[src/sv/ffha_pkg.sv]
// Shared types and codes for the first-fit heap allocator.
package ffha_pkg;

    localparam int OFFSET_W = 22;
    localparam int SIZE_W   = 23;
    localparam int ALIGN_W  = 4;
    localparam int NEED_W   = 24;
    localparam int STATUS_W = 2;
    localparam int OP_W     = 3;

    localparam logic CMD_ALLOC   = 1'b0;
    localparam logic CMD_RELEASE = 1'b1;

    localparam logic [STATUS_W-1:0] ST_OK       = 2'd0;
    localparam logic [STATUS_W-1:0] ST_NO_FIT   = 2'd1;
    localparam logic [STATUS_W-1:0] ST_BAD_FREE = 2'd2;

    // Cell update codes
    localparam logic [OP_W-1:0] OP_HOLD       = 3'd0;
    localparam logic [OP_W-1:0] OP_SET_USED   = 3'd1;
    localparam logic [OP_W-1:0] OP_SET_FREE   = 3'd2;
    localparam logic [OP_W-1:0] OP_SPLIT      = 3'd3;
    localparam logic [OP_W-1:0] OP_TAKE_PIECE = 3'd4;
    localparam logic [OP_W-1:0] OP_TAKE_LEFT  = 3'd5;
    localparam logic [OP_W-1:0] OP_MERGE      = 3'd6;
    localparam logic [OP_W-1:0] OP_TAKE_RIGHT = 3'd7;

    typedef struct packed {
        logic                valid;
        logic [OFFSET_W-1:0] start;
        logic [OFFSET_W-1:0] bytes;
        logic                free;
    } t_blk;

    typedef struct packed {
        logic [NEED_W-1:0]   need;
        logic [OFFSET_W-1:0] off;
    } t_req;

    typedef struct packed {
        logic fit;
        logic split_ok;
        logic match;
    } t_flags;

endpackage

[src/sv/ffha_cell.sv]
// One table entry of the allocator chain: holds a block and updates from its neighbours.
module ffha_cell #(
    parameter int HEAP_BYTES      = 4194304,
    parameter int HEADER_BYTES    = 24,
    parameter int MIN_SPLIT_BYTES = 8,
    parameter bit FIRST           = 1'b0
) (
    input  logic                      i_clk,
    input  logic                      i_rst_n,
    input  ffha_pkg::t_req            i_req,
    input  logic [ffha_pkg::OP_W-1:0] i_op,
    input  ffha_pkg::t_blk            i_left,
    input  ffha_pkg::t_blk            i_left_piece,
    input  ffha_pkg::t_blk            i_right,
    output ffha_pkg::t_blk            o_blk,
    output ffha_pkg::t_blk            o_piece,
    output ffha_pkg::t_flags          o_flags
);

    localparam int W = ffha_pkg::NEED_W + 1;
    localparam logic [W-1:0] HDR     = W'(HEADER_BYTES);
    localparam logic [W-1:0] HDR_MIN = W'(HEADER_BYTES + MIN_SPLIT_BYTES);

    ffha_pkg::t_blk r_blk, n_blk, w_reset;

    always_comb begin
        w_reset = '0;
        if (FIRST) begin
            w_reset.valid = 1'b1;
            w_reset.bytes = ffha_pkg::OFFSET_W'(HEAP_BYTES - HEADER_BYTES);
            w_reset.free  = 1'b1;
        end
    end

    always_comb begin
        o_flags.fit      = r_blk.valid && r_blk.free
                           && (W'(r_blk.bytes) >= W'(i_req.need));
        o_flags.split_ok = W'(r_blk.bytes) >= W'(i_req.need) + HDR_MIN;
        o_flags.match    = r_blk.valid
                           && (W'(r_blk.start) + HDR == W'(i_req.off));
        // leftover block that a split hands to the right neighbour
        o_piece.valid = 1'b1;
        o_piece.start = ffha_pkg::OFFSET_W'(W'(r_blk.start) + HDR + W'(i_req.need));
        o_piece.bytes = ffha_pkg::OFFSET_W'(W'(r_blk.bytes) - W'(i_req.need) - HDR);
        o_piece.free  = 1'b1;
    end

    always_comb begin
        n_blk = r_blk;
        case (i_op)
            ffha_pkg::OP_SET_USED:   n_blk.free = 1'b0;
            ffha_pkg::OP_SET_FREE:   n_blk.free = 1'b1;
            ffha_pkg::OP_SPLIT: begin
                n_blk.bytes = ffha_pkg::OFFSET_W'(i_req.need);
                n_blk.free  = 1'b0;
            end
            ffha_pkg::OP_TAKE_PIECE: n_blk = i_left_piece;
            ffha_pkg::OP_TAKE_LEFT:  n_blk = i_left;
            ffha_pkg::OP_MERGE: begin
                n_blk.bytes = ffha_pkg::OFFSET_W'(W'(r_blk.bytes) + HDR + W'(i_right.bytes));
                n_blk.free  = 1'b1;
            end
            ffha_pkg::OP_TAKE_RIGHT: n_blk = i_right;
            default:                 n_blk = r_blk;
        endcase
    end

    always_ff @(posedge i_clk) begin
        if (!i_rst_n) begin
            r_blk <= w_reset;
        end else begin
            r_blk <= n_blk;
        end
    end

    assign o_blk = r_blk;

endmodule

[config.mk]
export PLATFORM = sky130hd
export DESIGN_NAME = ffha_cell
export DESIGN_NICKNAME = d
export VERILOG_FILES = /design/src/sv/ffha_pkg.sv /design/src/sv/ffha_cell.sv
export SDC_FILE = /design/constraint.sdc
export NUM_CORES = 1
export LEC_CHECK = 0
export BUFFER_PORTS_ARGS = -buffer_cell sky130_fd_sc_hd__buf_2
export CAP_MARGIN = 15
export CORE_MARGIN = 8
export CORE_UTILIZATION = 47
export DETAILED_ROUTE_END_ITERATION = 8
export PLACE_DENSITY_LB_ADDON = 0.2
export SYNTH_ARGS = -nofsm -noshare
export SYNTH_HDL_FRONTEND = slang
export SYNTH_SLANG_ARGS = --single-unit
[constraint.sdc]
create_clock -name i_clk -period 4.2 [get_ports i_clk]
set_input_delay 0.21 -clock i_clk [delete_from_list [all_inputs] [get_ports i_clk]]
set_output_delay 0.21 -clock i_clk [all_outputs]
set_load 0.005 [all_outputs]
After elaboration in Yosys (flattened, before gate mapping) --
Cells that the tools add are included.
Storage, ports and cells: register bits after elaboration 46, output and inout bits 95, logic and storage cells 32
Cells by class: $add $sub $neg 7, order comparisons 2, equality and inequality tests 8, multiplexer cells 3, reduce and logical (&&, ||, !) cells 8
Operator list (count):
- 22-bit case mux with 5 select lines | 1
- 23-bit case mux with 3 select lines | 1
- 22-bit adder | 2
- 24-bit by 6-bit adder with 25-bit output, second input constant | 1
- 22-bit by 25-bit greater-or-equal comparator with 1-bit output | 1
- 22-bit by 24-bit greater-or-equal comparator with 1-bit output | 1
- 22-bit by 5-bit adder with 23-bit output, second input constant | 1
- 23-bit by 22-bit equality test with 1-bit output | 1
- 22-bit by 5-bit adder with 22-bit output, second input constant | 1
- 22-bit subtractor | 1
- 22-bit by 5-bit subtractor with 22-bit output, second input constant | 1
- 3-bit equality test, second input constant | 4
- 5-bit nonzero test | 2
- 3-bit by 2-bit equality test with 1-bit output, second input constant | 2
- 1-bit case mux with 5 select lines | 1
- 2-bit OR reduction | 2
- 3-bit by 1-bit equality test with 1-bit output, second input constant | 1
- 1-bit logical AND | 3
- 3-bit nonzero test | 1

Longest topological paths before layout --
Gate-level depths: netlist (run 1).
depth in word-level cells 3, gate-level depth with buffers 14, gate-level depth less buffers 14

Worst setup path after synthesis (run 1) --
Ideal clock, no wire load.
path kind reg2out, start point reg r_blk (netlist bit o_blk[26]), end point out o_piece[44] (netlist bit), arrival time 3.375 ns, required time 3.990 ns, slack 0.615 ns, stages on the path, launching flop included 15, buffers on the path 0, path through dfxtp_1 -> inv_1 -> ha_1 -> nor2_1 -> and3_1 -> xor2_1 -> ha_1 -> and3_1 -> and3_1 -> nand2_1 -> o211ai_1 -> a311oi_1 -> a21oi_1 -> or4_1 -> nand3_1
RTL lines:
- start, declared | RTL line ffha_cell.sv:24 | ffha_pkg::t_blk r_blk, n_blk, w_reset;
- start signal, assigned | RTL line ffha_cell.sv:70 | r_blk <= w_reset;
- start signal, assigned | RTL line ffha_cell.sv:72 | r_blk <= n_blk;
- end, declared | RTL line ffha_cell.sv:16 | output ffha_pkg::t_blk o_piece,

==> flow_metrics.env, run 1 <==
export IMPL_dr_pass1_iters=4
export IMPL_initial_utilization_pct=47.4
export IMPL_p_int_mw=1.47
export IMPL_reg2reg_from="o_blk[4]"
export IMPL_met3_usage_pct=5.04
export IMPL_hpwlAfterDp_um=23800
export IMPL_yosys_top_cells_area="ha_1 (22%), dfxtp_1 (11%), xnor2_1 (7.5%)"
export IMPL_rows=48
export IMPL_worstPathRequired_ns=3.99
export IMPL_worstMarginPinSlew_ns=0.817
export IMPL_die_y_um=147
export IMPL_whs_ns=0.228
export IMPL_gr_usage_all_layers_pct=24.9
export IMPL_chipWidth_um=147
export IMPL_hold_buffers=0
export IMPL_layout_nets=1663
export IMPL_io_buffers=281
export IMPL_cp_depth=15
export IMPL_antenna_found_initial=0
export IMPL_synth_main_ff_cell="dfxtp_1"
export IMPL_cellPowerDensity_nw_per_um2=255
export IMPL_critPathBufInv=2
export IMPL_core_area_um2=17100
export IMPL_pwr_share_comb_pct=60.9
export IMPL_synth_compound_area_share_pct=25.2
export IMPL_avgSynthCellArea_um2=7.60
export IMPL_via_per_inst=5.57
export IMPL_r2r_cells=12
export IMPL_crit_top_cell="and3_1"
export IMPL_synthTopCellsByCount="ha_1 (141), inv_1 (102), a21oi_1 (96)"
export IMPL_synth_enable_flop_cells=0
export IMPL_r2r_slack_ns=1.05
export IMPL_r2r_end="o_blk[22]"
export IMPL_wl_per_cell_um=18.2
export IMPL_synthToLayoutAreaGrowth_pct=22.2
export IMPL_skew_ns=0.00395
export IMPL_min_period_over_period_pct=93.8
export IMPL_clk_transition_reported_paths_ns=0.07
export IMPL_hp_start="i_left[0]"
export IMPL_whs_path_depth=3
export IMPL_root_buffer="clkbuf_16"
export IMPL_yosysSeqAreaShare_pct=11.4
export IMPL_muxShareOfSynthArea_pct=7.33
export IMPL_synthSimpleGateAreaFrac_pct=14.4
export IMPL_hold_path_class="input port to flip-flop"
export IMPL_finalCriticalPeriod_ns=3.94
export IMPL_ant_nets=0
export IMPL_htree_levels=2
export IMPL_multi_input_area_um2=6660
export IMPL_ys_ff_latch=46
export IMPL_via_count=8646
export IMPL_p_switching_mw=1.06
export IMPL_cts_tree="yes"
export IMPL_fillers=1705
export IMPL_finalHoldViolCount=0
export IMPL_drt_iter0_markers=286
export IMPL_critical_path_max_fanout=6
export IMPL_yosysMostFrequentCell="ha_1"
export IMPL_crit_family="simple AND/OR/NAND/NOR gates"
export IMPL_die_area_um2=21700
export IMPL_max_slew_margin_pct=45.4
export IMPL_met1_usage_pct=28.7
export IMPL_synthArstFlopShare_pct=0
export IMPL_clk_latency_ns=0.29
export IMPL_setup_worst_path_end_class="output pin"
export IMPL_numCtsBuffers=5
export IMPL_clockBufferDepth=2
export IMPL_synth_xor_area_share_pct=11.5
export IMPL_cp_start_kind="flip-flop"
export IMPL_synthAdderAreaFrac_pct=23.5
export IMPL_p_clk_share_pct=17.6
export IMPL_synth_cells=1064
export IMPL_status="finished, final reports clean"
export IMPL_placed_cell_area_um2=9690
export IMPL_route_detailed_drc=0
export IMPL_ir_worst_vdd_mv=0.138
export IMPL_min_to="o_blk[0]"
export IMPL_setup_viol=0
export IMPL_routed_wl_um=28200
export IMPL_seqPwrFrac_pct=21.6
export IMPL_synth_top_family_by_area="compound AO/OA/AOI/OAI gates"
export IMPL_grt_pass1_wl_um=44200
export IMPL_clkSinkCount=46
export IMPL_yosys_warnings=0
export IMPL_sw_frac_of_total_pct=41.9
export IMPL_yosysUniqueCellTypes=62
export IMPL_final_cell_area_um2=9890
export IMPL_grt_max_degree=51
export IMPL_critical_path_class="flip-flop to output pin"
export IMPL_drive_gt1_share_pct=25.6
export IMPL_top_usage_layer="met2"
export IMPL_synth_top_area_share_pct=21.8
export IMPL_arrival_ns=3.73
export IMPL_slowest_delay_ns=0.48
export IMPL_finalWeightedCongestion=0.948
export IMPL_ios=284
export IMPL_worstPathCellList="inv_1, ha_1, nor2_1, and3_1, xor2_2, ha_1, and3_1, and3_1, nand2_1, o211ai_1, a311oi_2, a21oi_1, or4_1, nand3_1, buf_2"
export IMPL_syn_area_um2=8090
export IMPL_use_met2_pct=45.7
export IMPL_fmax_ghz=0.254
export IMPL_drv_cap=0
export IMPL_synth_area_leader_cell="ha_1"
export IMPL_grt_overflow=0
export IMPL_p_leak_nw=5.10
export IMPL_largest_reg_flops=46
export IMPL_seq_area_um2=922
export IMPL_maxSlewViolCount=0
export IMPL_slowest_stage="or4_1"
export IMPL_grt_pass1_vias=8814
==> layout make-up <==
type                       count  area share [%]
timing repair buffer         289            14.8
clock buffer                   8            1.68
antenna                        1          0.0253
tap                          225            2.85
sequential                    46            9.33
inverter                     104            3.95
multi-input combinational    880            67.3
==> cell families (layout without fill, tap and decap cells) <==
kind of cell             count (synthesis)  count (layout)
buffers and inverters                  139             401
XOR/XNOR                               106             106
flip-flops                              46              46
other                                    1               3
multiplexers                            51              51
adder cells (fa/ha/maj)                148             148
AND/OR/NAND/NOR                        240             240
AO/OA/AOI/OAI                          333             333
==> power by group through the flow <==
stage | Clock, mW | Sequential (mW) | Combinational, mW
2_1_floorplan | 0 | 0.535 | 1.01
3_3_place_gp | 0 | 0.552 | 1.51
3_5_place_dp | 0 | 0.553 | 1.53
4_1_cts | 0.456 | 0.543 | 1.54
5_1_grt | 0.470 | 0.552 | 1.72
6_report | 0.444 | 0.545 | 1.54
==> through the flow <==
stage | cells | TNS, ns | power [mW] | setup slack, ns | util (%)
detailed placement | 1543 | 0 | 2.08 | 0.335 | 56.8
global placement | 1543 | 0 | 2.06 | 0.452 | 56.8
CTS | 1551 | 0 | 2.54 | 0.00543 | 57.8
floorplan | 1065 | 0 | 1.54 | 0.615 | -
finish | 1553 | 0 | 2.53 | 0.259 | 58.0
global route | 1552 | -0.0254 | 2.74 | -0.0254 | 58.0
==> what timing repair did <==
item / 4_1_cts / 5_1_grt
endpoints found under the setup margin: 0 / 1
gates resized for setup: 0 / 4
buffers inserted: 0 / 1
==> worst min-delay path: stages <==
cell     delay [ns]
buf_2          0.07
o22ai_1        0.06
a21oi_1        0.13
==> worst max-delay path by stage <==
| stage | from | to | slack [ns] |
|---|---|---|---|
| after global routing | o_blk[26] | o_piece[44] | -0.03 |
| after global placement | o_blk[26] | o_piece[44] | 0.45 |
| after CTS | o_blk[26] | o_piece[44] | 0.005 |
| after floorplan | o_blk[26] | o_piece[44] | 0.61 |
| final | o_blk[26] | o_piece[44] | 0.26 |
| after detailed placement | o_blk[26] | o_piece[44] | 0.33 |
==> per-layer routing <==
metal  vias to the layer above  share of wire (%)
li1                       4340                  -
met1                      3966                 41
met2                       309                 50
met3                        31                7.3
met4                         0                1.9
met5                         -                  0
==> placed cells by master (no fill, tap or decap), types with 16 or more instances in the layout <==
cell type,Yosys,layout
nand3_1,17,17
nor2_1,66,66
ha_1,141,141
nand2_1,60,60
inv_1,102,102
a21o_1,35,35
buf_2,0,281
dfxtp_1,46,45
a21oi_1,96,95
o22ai_1,26,26
nand4_1,16,16
xnor2_1,69,69
mux2i_1,21,21
o21ai_0,88,88
mux2_2,26,26
xor2_1,37,36
Power figures use the tool's default switching activity.
==> run 2, diff against run 1 <==
--- a/config.mk
+++ b/config.mk
@@ -10,7 +10,7 @@
 export CORE_MARGIN = 8
 export CORE_UTILIZATION = 47
 export DETAILED_ROUTE_END_ITERATION = 8
-export PLACE_DENSITY_LB_ADDON = 0.2
+export PLACE_DENSITY = 0.72
 export SYNTH_ARGS = -nofsm -noshare
 export SYNTH_HDL_FRONTEND = slang
 export SYNTH_SLANG_ARGS = --single-unit
==> run 2 against run 1 <==
Net effect:
- cell area fell by 0.19%
- wire length fell by 0.46%
- worst setup slack improved by 0.0059 ns
- first-iteration DRC count fell by 3.5%
- sequential power barely moved
- critical path type unchanged
- critical endpoint unchanged
==> flow_metrics.env, run 2 (synthesis gave the netlist of run 1 again) <==
export IMPL_grt_pass1_vias=8805
export IMPL_skew_ns=0.00567
export IMPL_drt_iter0_markers=276
export IMPL_layout_commonest_cell="buf_2"
export IMPL_clk_transition_reported_paths_ns=0.07
export IMPL_seqPwrFrac_pct=21.9
export IMPL_sw_frac_of_total_pct=42.4
export IMPL_worstMarginPinSlew_ns=0.828
export IMPL_final_util_pct=57.9
export IMPL_clkSinkCount=46
export IMPL_hpwlAfterDp_um=23700
export IMPL_whs_ns=0.224
export IMPL_root_buffer="clkbuf_16"
export IMPL_die_y_um=147
export IMPL_finalHoldViolCount=0
export IMPL_layout_nets=1664
export IMPL_max_slew_margin_pct=44.8
export IMPL_routed_wl_um=28100
export IMPL_p_int_mw=1.43
export IMPL_numCtsBuffers=5
export IMPL_cp_start_kind="flip-flop"
export IMPL_p_clk_share_pct=16.2
export IMPL_die_area_um2=21700
export IMPL_route_detailed_drc=0
export IMPL_core_area_um2=17100
export IMPL_status="finished, final reports clean"
export IMPL_worstPathRequired_ns=3.99
export IMPL_io_buffers=281
export IMPL_most_common_layout_cells="buf_2 (281), ha_1 (141), inv_1 (102)"
export IMPL_largest_reg_flops=46
export IMPL_fmax_ghz=0.254
export IMPL_pwr_share_comb_pct=61.9
export IMPL_grt_pass1_wl_um=43600
export IMPL_chipWidth_um=147
export IMPL_initial_utilization_pct=47.4
export IMPL_ir_worst_vdd_mv=0.153
export IMPL_ios=284
export IMPL_cellPowerDensity_nw_per_um2=251
export IMPL_drive_gt1_share_pct=25.5
export IMPL_synthToLayoutAreaGrowth_pct=22.0
export IMPL_via_count=8655
export IMPL_wl_per_cell_um=18.1
export IMPL_p_leak_nw=5.09
export IMPL_grt_max_degree=48
export IMPL_critical_path_class="flip-flop to output pin"
export IMPL_ant_nets=0
export IMPL_critical_path_max_fanout=6
export IMPL_drv_cap=0
export IMPL_cts_tree="yes"
export IMPL_via_per_inst=5.57
export IMPL_htree_levels=2
export IMPL_finalWeightedCongestion=0.940
export IMPL_clk_latency_ns=0.29
export IMPL_arrival_ns=3.73
export IMPL_hold_path_class="input port to flip-flop"
export IMPL_hold_buffers=0
export IMPL_min_period_over_period_pct=93.7
export IMPL_grt_overflow=0
export IMPL_p_switching_mw=1.05
export IMPL_setup_viol=0
export IMPL_dr_pass1_iters=4
export IMPL_gr_usage_all_layers_pct=24.8
export IMPL_finalCriticalPeriod_ns=3.94
export IMPL_fin_setup_tns_ns=0
export IMPL_maxSlewViolCount=0
export IMPL_clockBufferDepth=2
export IMPL_antenna_found_initial=3
export IMPL_setup_worst_path_end_class="output pin"
export IMPL_rows=48
==> run 2: layer usage <==
| metal | vias to the layer above | track usage, % | share of wire (%) |
|---|---|---|---|
| met2 | 302 | 44.0 | 49 |
| met1 | 3955 | 27.5 | 40 |
| met3 | 59 | 6.67 | 7.6 |
| met4 | 2 | 9.48 | 3.4 |
| li1 | 4337 | - | - |
| met5 | - | 0 | 0.046 |
==> run 2: final timing paths <==
check                end  slack, ns  cells past startpoint       startpoint
max          o_piece[44]       0.26                     15        o_blk[26]
min             o_blk[0]       0.22                      3  i_left_piece[0]
max reg2reg    o_blk[22]       1.03                     12         o_blk[4]
min reg2reg    o_blk[27]       0.60                      2        o_blk[27]
==> run 2: timing repair <==
item | 4_1_cts | 5_1_grt
setup buffers | 0 | 1
pin swaps | 0 | 1
setup endpoints to repair | 1 | 1
resized for setup | 1 | 2
==> run 2: worst max-delay path, stage by stage (launching register included) <==
cell	delay [ns]
dfxtp_2	0.37
inv_1	0.09
ha_1	0.24
nor2_1	0.19
and3_1	0.23
xor2_2	0.19
ha_1	0.29
and3_1	0.20
and3_1	0.20
nand2_1	0.06
o211ai_1	0.17
a311oi_2	0.34
a21oi_1	0.16
or4_1	0.49
nand3_1	0.08
buf_2	0.11
==> run 2: stage by stage <==
stage | power, mW | area (um2) | std cells | worst slack (ns)
after detailed placement | 2.08 | 9700 | 1544 | 0.314
after global placement | 2.06 | 9700 | 1544 | 0.453
final | 2.48 | 9870 | 1554 | 0.265
after CTS | 2.50 | 9840 | 1550 | 0.0870
after global routing | 2.70 | 9860 | 1552 | -0.00236
after floorplan | 1.54 | 8090 | 1065 | 0.615
==> run 2: final cells by class <==
type	count	area, um2
fillers	1656	7190
multi-input cells	880	6650
repair buffers	290	1470
flip-flops and latches	46	922
inverters	104	390
well taps	225	282
clock buffers	6	139
diodes	3	7.51
==> run 2: power groups by stage <==
stage | Combinational (mW) | Sequential (mW) | Clock, mW
after floorplan | 1.01 | 0.535 | 0
after global placement | 1.51 | 0.549 | 0
after detailed placement | 1.53 | 0.551 | 0
after CTS | 1.54 | 0.541 | 0.413
after global routing | 1.73 | 0.550 | 0.422
final | 1.54 | 0.543 | 0.402
